==> src/rtl/core/aep_pkg.sv <==
`timescale 1ns / 1ps
`default_nettype none

package aep_pkg;

  // Characters with a meaning of their own in the header grammar.
  localparam logic [7:0] ChrComma = 8'h2C;
  localparam logic [7:0] ChrSemi  = 8'h3B;
  localparam logic [7:0] ChrEq    = 8'h3D;
  localparam logic [7:0] ChrSpace = 8'h20;
  localparam logic [7:0] ChrTab   = 8'h09;
  localparam logic [7:0] ChrDot   = 8'h2E;
  localparam logic [7:0] ChrZero  = 8'h30;
  localparam logic [7:0] ChrLowQ  = 8'h71;
  localparam logic [7:0] ChrStar  = 8'h2A;

  // Token indexes into the per-token bit vectors.
  localparam int unsigned TokZstd = 0;
  localparam int unsigned TokGzip = 1;
  localparam int unsigned TokStar = 2;
  localparam int unsigned NumTok  = 3;

  typedef enum logic [1:0] {
    SEC_NAME  = 2'd0,
    SEC_PNAME = 2'd1,
    SEC_QVAL  = 2'd2,
    SEC_SKIP  = 2'd3
  } aep_section_e;

  typedef enum logic [2:0] {
    PN_LEAD  = 3'd0,
    PN_Q     = 3'd1,
    PN_Q_SP  = 3'd2,
    PN_OTHER = 3'd3
  } aep_pname_e;

  typedef struct packed {
    aep_section_e        section;
    logic [2:0]          name_position;
    logic                name_trailing_space;
    logic [NumTok-1:0]   name_mismatch;
    aep_pname_e          param_name_state;
    logic                q_decided;
    logic [1:0]          qvalue_flags;
    logic                entry_ok;
    logic [NumTok-1:0]   token_found;
    logic [NumTok-1:0]   token_accept;
  } aep_state_t;

  typedef struct packed {
    logic zstd_ok;
    logic gzip_ok;
    logic zstd_named;
    logic gzip_named;
    logic star_named;
  } aep_result_t;

  localparam aep_state_t StateReset = '{
    section:             SEC_NAME,
    name_position:       3'd0,
    name_trailing_space: 1'b0,
    name_mismatch:       '0,
    param_name_state:    PN_LEAD,
    q_decided:           1'b0,
    qvalue_flags:        2'b00,
    entry_ok:            1'b1,
    token_found:         '0,
    token_accept:        '0
  };

endpackage

`default_nettype wire

==> src/rtl/core/aep_in_if.sv <==
`timescale 1ns / 1ps
`default_nettype none

interface aep_in_if;
  logic       valid;
  logic       ready;
  logic [7:0] char_byte;
  logic       last;

  modport source (output valid, output char_byte, output last, input ready);
  modport sink (input valid, input char_byte, input last, output ready);
endinterface

`default_nettype wire

==> src/rtl/core/aep_out_if.sv <==
`timescale 1ns / 1ps
`default_nettype none

interface aep_out_if;
  logic valid;
  logic ready;
  logic zstd_ok;
  logic gzip_ok;
  logic zstd_named;
  logic gzip_named;
  logic star_named;

  modport source (
    output valid, output zstd_ok, output gzip_ok, output zstd_named,
    output gzip_named, output star_named, input ready
  );
  modport sink (
    input valid, input zstd_ok, input gzip_ok, input zstd_named,
    input gzip_named, input star_named, output ready
  );
endinterface

`default_nettype wire

==> src/rtl/core/aep_step.sv <==
`timescale 1ns / 1ps
`default_nettype none

// Next-state logic for one header byte, plus the verdict on the final byte.
module aep_step import aep_pkg::*; (
  input  aep_state_t  state_i,
  input  logic [7:0]  char_byte_i,
  input  logic        last_i,
  output aep_state_t  state_o,
  output aep_result_t result_o
);

  function automatic logic [7:0] tok_chr(input int unsigned t, input logic [1:0] pos);
    logic [7:0] r;
    r = 8'h00;
    case (t)
      TokZstd: begin
        case (pos)
          2'd0:    r = 8'h7A;
          2'd1:    r = 8'h73;
          2'd2:    r = 8'h74;
          default: r = 8'h64;
        endcase
      end
      TokGzip: begin
        case (pos)
          2'd0:    r = 8'h67;
          2'd1:    r = 8'h7A;
          2'd2:    r = 8'h69;
          default: r = 8'h70;
        endcase
      end
      default: r = (pos == 2'd0) ? ChrStar : 8'h00;
    endcase
    return r;
  endfunction

  function automatic logic [2:0] tok_len(input int unsigned t);
    logic [2:0] r;
    case (t)
      TokStar: r = 3'd1;
      default: r = 3'd4;
    endcase
    return r;
  endfunction

  function automatic logic [7:0] fold(input logic [7:0] c);
    logic [7:0] r;
    r = c;
    if (c >= 8'h41 && c <= 8'h5A) r = c + 8'd32;
    return r;
  endfunction

  function automatic aep_state_t finish_name(input aep_state_t s);
    aep_state_t        r;
    logic [NumTok-1:0] m;
    r = s;
    m = '0;
    for (int unsigned t = 0; t < NumTok; t++) begin
      m[t] = !s.name_mismatch[t] && (s.name_position == tok_len(t));
    end
    r.name_mismatch = ~m;
    return r;
  endfunction

  function automatic aep_state_t finish_q(input aep_state_t s);
    aep_state_t r;
    r = s;
    r.entry_ok  = (s.qvalue_flags != 2'b01);
    r.q_decided = 1'b1;
    return r;
  endfunction

  function automatic aep_state_t end_entry(input aep_state_t s);
    aep_state_t        r;
    logic [NumTok-1:0] m;
    r = s;
    if (s.section == SEC_NAME) r = finish_name(s);
    else if (s.section == SEC_QVAL) r = finish_q(s);
    m = ~r.name_mismatch & ~r.token_found;
    r.token_found = r.token_found | m;
    if (r.entry_ok) r.token_accept = r.token_accept | m;
    else r.token_accept = r.token_accept & ~m;
    // Back to a fresh entry; the per-token results carry on.
    r.section             = SEC_NAME;
    r.name_position       = 3'd0;
    r.name_trailing_space = 1'b0;
    r.name_mismatch       = '0;
    r.param_name_state    = PN_LEAD;
    r.q_decided           = 1'b0;
    r.qvalue_flags        = 2'b00;
    r.entry_ok            = 1'b1;
    return r;
  endfunction

  aep_state_t s;
  aep_state_t e;
  logic [7:0] f;
  logic       ws;
  logic       is_q;

  assign f  = fold(char_byte_i);
  assign ws = (char_byte_i == ChrSpace) || (char_byte_i == ChrTab);

  always_comb begin
    s    = state_i;
    is_q = 1'b0;
    if (char_byte_i == ChrComma) begin
      s = end_entry(state_i);
    end else if (char_byte_i == ChrSemi) begin
      if (state_i.section == SEC_NAME) s = finish_name(state_i);
      else if (state_i.section == SEC_QVAL) s = finish_q(state_i);
      s.section          = SEC_PNAME;
      s.param_name_state = PN_LEAD;
    end else begin
      case (state_i.section)
        SEC_NAME: begin
          if (ws) begin
            if (state_i.name_position != 3'd0) s.name_trailing_space = 1'b1;
          end else begin
            if (state_i.name_trailing_space) begin
              s.name_mismatch = '1;
            end else begin
              for (int unsigned t = 0; t < NumTok; t++) begin
                if (state_i.name_position >= tok_len(t) ||
                    f != tok_chr(t, state_i.name_position[1:0])) begin
                  s.name_mismatch[t] = 1'b1;
                end
              end
            end
            if (state_i.name_position != 3'd7) begin
              s.name_position = state_i.name_position + 3'd1;
            end
          end
        end
        SEC_PNAME: begin
          if (char_byte_i == ChrEq) begin
            is_q = (state_i.param_name_state == PN_Q) ||
                   (state_i.param_name_state == PN_Q_SP);
            s.section      = (is_q && !state_i.q_decided) ? SEC_QVAL : SEC_SKIP;
            s.qvalue_flags = 2'b00;
          end else if (ws) begin
            if (state_i.param_name_state == PN_Q) s.param_name_state = PN_Q_SP;
          end else if (state_i.param_name_state == PN_LEAD && f == ChrLowQ) begin
            s.param_name_state = PN_Q;
          end else begin
            s.param_name_state = PN_OTHER;
          end
        end
        SEC_QVAL: begin
          if (!ws && char_byte_i != ChrDot) begin
            if (char_byte_i == ChrZero) s.qvalue_flags[0] = 1'b1;
            else s.qvalue_flags[1] = 1'b1;
          end
        end
        default: begin
        end
      endcase
    end
  end

  // Closing pass for the final byte of the header.
  assign e = end_entry(s);

  always_comb begin
    result_o.zstd_ok = e.token_found[TokZstd] ? e.token_accept[TokZstd] :
                       (e.token_found[TokStar] & e.token_accept[TokStar]);
    result_o.gzip_ok = e.token_found[TokGzip] ? e.token_accept[TokGzip] :
                       (e.token_found[TokStar] & e.token_accept[TokStar]);
    result_o.zstd_named = e.token_found[TokZstd];
    result_o.gzip_named = e.token_found[TokGzip];
    result_o.star_named = e.token_found[TokStar];
  end

  assign state_o = last_i ? StateReset : s;

endmodule

`default_nettype wire

==> src/rtl/core/aep_out_reg.sv <==
`timescale 1ns / 1ps
`default_nettype none

// Result register: holds one verdict until the receiver takes it.
module aep_out_reg import aep_pkg::*; (
  input  logic        clk_i,
  input  logic        rst_ni,
  input  logic        load_i,
  input  aep_result_t result_i,
  output logic        free_o,
  aep_out_if.source   out_o
);

  logic        valid_q;
  logic        valid_d;
  aep_result_t result_q;

  assign free_o  = !valid_q || out_o.ready;
  assign valid_d = load_i || (valid_q && !out_o.ready);

  always_ff @(posedge clk_i or negedge rst_ni) begin
    if (!rst_ni) begin
      valid_q <= 1'b0;
    end else begin
      valid_q <= valid_d;
    end
  end

  always_ff @(posedge clk_i) begin
    if (load_i) begin
      result_q <= result_i;
    end
  end

  assign out_o.valid      = valid_q;
  assign out_o.zstd_ok    = result_q.zstd_ok;
  assign out_o.gzip_ok    = result_q.gzip_ok;
  assign out_o.zstd_named = result_q.zstd_named;
  assign out_o.gzip_named = result_q.gzip_named;
  assign out_o.star_named = result_q.star_named;

endmodule

`default_nettype wire

==> src/rtl/core/accept_encoding_parser.sv <==
// Accept-Encoding parser: reads an HTTP Accept-Encoding header value one
// byte per beat on in_i (char_byte, with last marking the final byte) and
// gives one verdict beat on out_o for each header: whether zstd and gzip
// are acceptable and which of zstd, gzip and the wildcard were named.
// An empty header is sent as a single comma with last set.
// Throughput is one byte per cycle, except while a final byte is held
// back as below; a new header may start on the beat after the last byte
// of the previous one. Each byte is captured in an input register and the
// parser state is updated from it by a single layer of per-byte logic;
// the verdict is written to an output register at the same time, and
// out_o is driven from that register. After reset no beat is pending and
// the parser waits at the start of an entry. If the receiver stalls, the
// verdict stays in the output register; ordinary bytes still flow through,
// and only a further final byte is held in the input register until the
// verdict has been taken.
`timescale 1ns / 1ps
`default_nettype none

module accept_encoding_parser import aep_pkg::*; (
  input  logic       clk_i,
  input  logic       rst_ni,
  aep_in_if.sink     in_i,
  aep_out_if.source  out_o
);

  // Input register stage.
  logic       in_valid_q;
  logic [7:0] in_byte_q;
  logic       in_last_q;

  // Parser state across bytes of one header.
  aep_state_t  state_q;
  aep_state_t  state_d;
  aep_result_t result;

  logic out_free;
  logic advance;
  logic load;

  // The held byte moves on unless it is a final byte and the verdict slot
  // is still occupied.
  assign advance    = in_valid_q && (!in_last_q || out_free);
  assign load       = advance && in_last_q;
  assign in_i.ready = !in_valid_q || advance;

  always_ff @(posedge clk_i or negedge rst_ni) begin
    if (!rst_ni) begin
      in_valid_q <= 1'b0;
    end else if (in_i.ready) begin
      in_valid_q <= in_i.valid;
    end
  end

  always_ff @(posedge clk_i) begin
    if (in_i.ready && in_i.valid) begin
      in_byte_q <= in_i.char_byte;
      in_last_q <= in_i.last;
    end
  end

  aep_step u_step (
    .state_i     (state_q),
    .char_byte_i (in_byte_q),
    .last_i      (in_last_q),
    .state_o     (state_d),
    .result_o    (result)
  );

  always_ff @(posedge clk_i or negedge rst_ni) begin
    if (!rst_ni) begin
      state_q <= StateReset;
    end else if (advance) begin
      state_q <= state_d;
    end
  end

  aep_out_reg u_out_reg (
    .clk_i    (clk_i),
    .rst_ni   (rst_ni),
    .load_i   (load),
    .result_i (result),
    .free_o   (out_free),
    .out_o    (out_o)
  );

endmodule

`default_nettype wire
==> src/flat_wrapper.sv <==
// flat-port wrapper written by rule: the top's interface ports become plain ports
module accept_encoding_parser_flat import aep_pkg::*;
  (clk_i, rst_ni, in_i_valid, in_i_char_byte, in_i_last, in_i_ready, out_o_valid, out_o_zstd_ok, out_o_gzip_ok, out_o_zstd_named, out_o_gzip_named, out_o_star_named, out_o_ready);
  aep_in_if in_i_i ();
  aep_out_if out_o_i ();
  input  logic clk_i;
  input  logic rst_ni;
  input wire logic [$bits(in_i_i.valid)-1:0] in_i_valid;
  input wire logic [$bits(in_i_i.char_byte)-1:0] in_i_char_byte;
  input wire logic [$bits(in_i_i.last)-1:0] in_i_last;
  output wire logic [$bits(in_i_i.ready)-1:0] in_i_ready;
  output wire logic [$bits(out_o_i.valid)-1:0] out_o_valid;
  output wire logic [$bits(out_o_i.zstd_ok)-1:0] out_o_zstd_ok;
  output wire logic [$bits(out_o_i.gzip_ok)-1:0] out_o_gzip_ok;
  output wire logic [$bits(out_o_i.zstd_named)-1:0] out_o_zstd_named;
  output wire logic [$bits(out_o_i.gzip_named)-1:0] out_o_gzip_named;
  output wire logic [$bits(out_o_i.star_named)-1:0] out_o_star_named;
  input wire logic [$bits(out_o_i.ready)-1:0] out_o_ready;
  assign in_i_i.valid = in_i_valid;
  assign in_i_i.char_byte = in_i_char_byte;
  assign in_i_i.last = in_i_last;
  assign in_i_ready = in_i_i.ready;
  assign out_o_valid = out_o_i.valid;
  assign out_o_zstd_ok = out_o_i.zstd_ok;
  assign out_o_gzip_ok = out_o_i.gzip_ok;
  assign out_o_zstd_named = out_o_i.zstd_named;
  assign out_o_gzip_named = out_o_i.gzip_named;
  assign out_o_star_named = out_o_i.star_named;
  assign out_o_i.ready = out_o_ready;
  accept_encoding_parser u_core (.clk_i(clk_i), .rst_ni(rst_ni), .in_i(in_i_i), .out_o(out_o_i));
endmodule
==> config.mk <==
export PLATFORM = sky130hd
export DESIGN_NAME = accept_encoding_parser_flat
export DESIGN_NICKNAME = d
export VERILOG_FILES = /design/src/rtl/core/aep_pkg.sv /design/src/rtl/core/aep_in_if.sv /design/src/rtl/core/aep_out_if.sv /design/src/rtl/core/aep_step.sv /design/src/rtl/core/aep_out_reg.sv /design/src/rtl/core/accept_encoding_parser.sv /design/src/flat_wrapper.sv
export SDC_FILE = /design/constraint.sdc
export NUM_CORES = 1
export LEC_CHECK = 0
export ABC_AREA = 1
export BUFFER_PORTS_ARGS = -buffer_cell sky130_fd_sc_hd__buf_2
export CORE_MARGIN = 4
export CORE_UTILIZATION = 61
export CTS_CLUSTER_DIAMETER = 80
export DETAILED_ROUTE_END_ITERATION = 6
export GPL_TIMING_DRIVEN = 0
export MAX_ROUTING_LAYER = met4
export PLACE_DENSITY = 0.81
export SYNTH_ARGS = -nofsm -noshare
export SYNTH_HDL_FRONTEND = slang
export SYNTH_HIERARCHICAL = 1
export SYNTH_SLANG_ARGS = --single-unit
==> constraint.sdc <==
create_clock -name clk_i -period 2.9 [get_ports clk_i]
set_input_delay 0.58 -clock clk_i [delete_from_list [all_inputs] [get_ports clk_i]]
set_output_delay 0.58 -clock clk_i [all_outputs]
set_load 0.1 [all_outputs]
* Word-level counts from Yosys, hierarchy flattened
Index checks and enable logic that the tools add are counted.
** Word-level totals
- Logic and storage cells :: 191
- Output and inout port bits :: 7
- Bits in registers :: 38
** Operators by class
- Reductions and logical operators :: 43
- Bitwise operators :: 18
- $lt $le $gt $ge :: 4
- Multiplexer cells :: 78
- Add/subtract/negate cells :: 2
- Equality and inequality tests :: 27
** Operator list (count)
- $mux W8 :: 16
- $mux W3 :: 30
- $mux W16 :: 4
- $mux W22 :: 2
- $eq A8 B6 Y1 const B :: 5
- $pmux W5 S3 :: 2
- $not A3 Y3 :: 9
- $ne A8 B8 Y1 :: 3
- $mux W10 :: 2
- $eq A3 B3 Y1 :: 6
- $logic_and A1 B1 Y1 :: 17
- $mux W7 :: 2
- $and A3 B3 Y3 :: 4
- $logic_not A1 Y1 :: 12
- $mux W12 :: 1
- $mux W2 :: 6
- $or A3 B3 Y3 :: 4
- $mux W1 :: 11
- $logic_or A1 B1 Y1 :: 9
- $add A8 B6 Y8 const B :: 1
- $eq A8 B4 Y1 const B :: 1
- $eq A8 B7 Y1 const B :: 1
- $ge A8 B7 Y1 const B :: 1
- $le A8 B7 Y1 const B :: 1
- 15 further kinds :: 22

* Longest topological paths before layout
- Depth in word-level cells :: 28
- Mapped depth :: 18
- Mapped depth without buffers :: 18

* Cells and area by module
The synthesis kept the hierarchy.
** By module, submodules not included
- aep_step :: area each 1355.0 µm², cells an instance 269, sequential area each 0.0 µm², instances 1
- accept_encoding_parser :: area each 1228.7 µm², cells an instance 114, sequential area each 847.1 µm², instances 1
- aep_out_reg :: area each 195.2 µm², cells an instance 10, sequential area each 175.2 µm², instances 1

* Worst setup path before layout
OpenSTA, ideal clock, no wires.
- Path type :: flip-flop to flip-flop
- From :: reg u_core.u_out_reg.valid_q (netlist: u_core/u_out_reg/out_o.valid)
- To :: reg u_core.in_byte_q[0] (enable)
- Path slack :: 0.166 ns
- Buffers on the path :: 0
- Data required time :: 2.617 ns
- Cell stages (with the launch flop) :: 6
- Arrival time :: 2.451 ns
- Cells stage by stage :: dfrtp_1 > nand2_2 > inv_1 > nand3_1 > nand2_1 > inv_1
** Between the ends
- Cells in the longest elaborated chain, start to end :: 6
** RTL lines
- start: declaration :: line aep_out_reg.sv:14 : logic valid_q;
- start signal: assignment :: line aep_out_reg.sv:25 : valid_q <= valid_d;
- $logic_not A1 Y1 :: line aep_out_reg.sv:18 : assign free_o = !valid_q || out_o.ready;
- $logic_or A1 B1 Y1 :: line aep_out_reg.sv:18
- named net u_core.out_free :: line accept_encoding_parser.sv:36 : logic out_free;
- $logic_or A1 B1 Y1 :: line accept_encoding_parser.sv:42 : assign advance = in_valid_q && (!in_last_q || out_free);
- $logic_and A1 B1 Y1 :: line accept_encoding_parser.sv:42
- $logic_or A1 B1 Y1 :: line accept_encoding_parser.sv:44 : assign in_i.ready = !in_valid_q || advance;
- named net in_i_ready :: line flat_wrapper.sv:11 : output wire logic [$bits(in_i_i.ready)-1:0] in_i_ready;
- $logic_and A1 B1 Y1 :: line accept_encoding_parser.sv:55 : if (in_i.ready && in_i.valid) begin
- end signal: assignment :: line accept_encoding_parser.sv:56 : in_byte_q <= in_i.char_byte;
- end: declaration :: line accept_encoding_parser.sv:28 : logic [7:0] in_byte_q;
The timed path passes the listed nets, and every way through them passes these cells.
A chain may end at the register's enable or synchronous reset.

==> flow_summary.yaml <==
route:
  post_drt_wl_per_cell_um: 14.1
  drtAntennaViolNets: 0
  first_pass_iters: 5
  via_count: 2743
  drc: 0
  drt_iter0_drc: 253
  viasPerCell: 5.81
  wirelength_um: 6660
final_layout:
  top_register: "u_core/state_q"
  n_fill_cell: 381
  drive_gt1_share_pct: 16.0
  multiInputGateArea_mm2: 0.00151
  ff_latch_area_mm2: 0.00102
  antennaDiodeCount: 0
  area_delta_synth_final_pct: 10.5
  largest_reg_flops: 22
  reg_top3: "u_core/state_q (22), u_core/in_byte_q (8)"
  layout.nets: 440
clock_tree:
  cts-htree-levels: 2
  cts-root-buf: "clkbuf_8"
  postCtsSetupBuffers: 0
  clock-sinks: 38
  cts_buffers: 5
  ctsResizeCount: 0
  clkSlewWorstSetupHoldPaths_ps: 90
  cts_tree: "built"
  clock_latency_ps: 310
  postCtsHoldBufs: 0
  clk_path_buf_depth: 2
global_routing:
  antenna_found_initial: 0
  grt_max_degree: 25
  grt-ovfl-total: 0
  grt_pass1_vias: 2582
  grt.total_usage_pct: 27.0
  grt_pass1_wl_um: 11500
power:
  p_switching_w: 0.000498
  seqPwrFrac_pct: 41.3
  intPower_w: 0.00102
  power_density_mw_per_mm2: 495
  p_leak_nw: 1.58
  p_comb_share_pct: 24.5
  netSwitchingFraction_pct: 32.8
  power.share.clock_pct: 34.2
  vdd_drop_max_uv: 272
critical_path:
  r2r-end: "u_core/u_out_reg/out_o.zstd_ok"
  critical_path.endpoint_type: "register"
  worstSetupStartpointType: "register"
  cp_max_fo: 8
  timing.rr.start: "u_core/state_q[17]"
  r2r_cells: 14
  required_ps: 2960
  r2r_slack_ps: 400
  criticalPathCategory: "register to register"
  cp.arrival_ps: 2560
timing:
  rsz0062_at_grt: "no"
  maxSlewViolCount: 0
  fin_crit_ps: 2500
  hold_slack_ps: 239
  tightest_slew_ps: 530
  fmax_mhz: 400
  slew_headroom_pct: 64.6
  period_share_pct: 86.2
  tns_ps: 0
  hold_viol_final: 0
  setup_viol: 0
  fin_skew_ps: 10.4
placement:
  hpwl_um: 4960
  routabilityCongestion: 0.915
  port_buffers: 19
synthesis:
  synthTopCellsByArea: "dfrtp_1 (21%), nand2_1 (16%), edfxtp_1 (15%)"
  synth_top_area_share_pct: 20.7
  ys.flop_type: "dfrtp_1"
  yosys_register_bits: 38
  ys_types: 37
  ys_async_sr_fraction_pct: 63.2
  syn_area_mm2: 0.00278
  synth_fp_nets: 414
  synthCells: 393
  synth-edff-count: 14
  synth_area_leader_cell: "dfrtp_1"
  synth_area_per_cell_um2: 7.07
  ys_warn_count: 6
  synth-seq-area-share_pct: 36.8
floorplanning:
  die_x_um: 75.5
  dieArea_mm2: 0.00570
  initial_core_util_pct: 63.4
  die_h_um: 75.5
  std_cell_rows: 24
  io_pins: 20
  core_area_mm2: 0.00438
run:
  max_cap_violations: 0
outcome:
  status: "finished, final reports clean"
hold_path:
  hp-class: "input port to async pin"
-- routing by layer --
layer	vias to the layer above	GRT usage, %	routed length, um
met4	0	9.71	148
met2	100	41.8	3040
met3	21	4.35	448
met5	-	-	0
met1	1295	35.7	3020
li1	1327	-	-
-- kinds of logic (layout without fill, tap and decap cells) --
kind of cell | count (synthesis) | count (layout) | synth area share (%)
multiplexers | 3 | 3 | 1.08
AO/OA/AOI/OAI | 39 | 39 | 8.19
XOR/XNOR | 3 | 3 | 0.946
buffers and inverters | 54 | 81 | 8.73
AND/OR/NAND/NOR | 248 | 248 | 40.7
flip-flops | 38 | 38 | 36.8
adder cells (fa/ha/maj) | 8 | 8 | 3.60
-- per-stage QoR --
stage	utilization [%]	total power, W	setup slack, ps	cells	area [um2]
2_1_floorplan	-	0.000915	166	393	2780
3_3_place_gp	67.0	0.000994	504	464	2940
3_5_place_dp	67.0	0.00100	450	464	2940
4_1_cts	70.1	0.00153	424	472	3070
5_1_grt	70.1	0.00161	275	472	3070
6_report	70.1	0.00152	400	472	3070
-- synthesized netlist by cell type (2+ instances only) --
| master | n |
|---|---|
| nand2_1 | 121 |
| nand3_1 | 46 |
| nor2_1 | 42 |
| inv_1 | 36 |
| dfrtp_1 | 23 |
| a21oi_1 | 21 |
| edfxtp_1 | 14 |
| ha_1 | 8 |
| o21ai_0 | 8 |
| nand4_1 | 7 |
| buf_4 | 6 |
| inv_2 | 6 |
| nand2_2 | 6 |
| nand3b_1 | 6 |
| nor3_1 | 5 |
| mux2i_1 | 3 |
| nand2_4 | 3 |
| or2_2 | 3 |
| a21oi_2 | 2 |
| a31oi_1 | 2 |
| buf_2 | 2 |
| buf_6 | 2 |
| clkbuf_1 | 2 |
| nand3_2 | 2 |
| nor2_2 | 2 |
| nor2_4 | 2 |
| o21ai_1 | 2 |
| xor2_1 | 2 |
-- power groups by stage --
stage | logic [W] | clock network, W | registers, W
floorplan | 0.000251 | 0 | 0.000663
global placement | 0.000357 | 0 | 0.000637
detailed placement | 0.000365 | 0 | 0.000638
CTS | 0.000368 | 0.000530 | 0.000627
global route | 0.000416 | 0.000557 | 0.000633
finish | 0.000372 | 0.000520 | 0.000628
-- cells in the final DEF, fill, tap and decap left out, drive strengths merged, types with 7 or more instances in the layout --
cell and n:
a21oi 23, buf 29, clkbuf 8, dfrtp 23, edfxtp 14, ha 8
inv 42, nand2 130, nand3 48, nand4 7, nor2 46, o21ai 11
-- layout make-up --
| cell class | instances | area share (%) |
|---|---|---|
| clock inverter | 2 | 1.26 |
| sequential | 38 | 33.3 |
| tap | 52 | 2.12 |
| buffer | 12 | 2.77 |
| timing repair buffer | 19 | 3.10 |
| inverter | 42 | 5.13 |
| multi-input combinational | 301 | 49.3 |
| clock buffer | 6 | 3.05 |
-- worst max path at each step --
| stage | endpoint | startpoint | depth (start not counted) | slack (ps) |
|---|---|---|---|---|
| final | u_core/u_out_reg/out_o.zstd_ok | u_core/state_q[17] | 14 | 400 |
| after global routing | u_core/u_out_reg/out_o.gzip_ok | u_core/state_q[17] | 14 | 270 |
| after CTS | u_core/u_out_reg/out_o.zstd_ok | u_core/state_q[17] | 14 | 420 |
| after detailed placement | u_core/u_out_reg/out_o.zstd_ok | u_core/state_q[17] | 14 | 450 |
| after global placement | u_core/u_out_reg/out_o.zstd_ok | u_core/state_q[17] | 14 | 500 |
| after floorplan | u_core/in_byte_q[0] | u_core/u_out_reg/out_o.valid | 5 | 170 |
-- worst max-delay path: stages (launching register included) --
cell and delay, ps:
dfrtp_1 450, inv_1 140, ha_1 220, clkbuf_1 200
o21ai_0 250, xor2_1 210, nand3_1 110, a21oi_1 120
nand2_1 90, nand2_1 80, nand2_1 50, nand2_1 130
a21boi_2 80, nand3_1 80, nand2_1 50
Note: power is estimated with default switching activity, not from simulation.
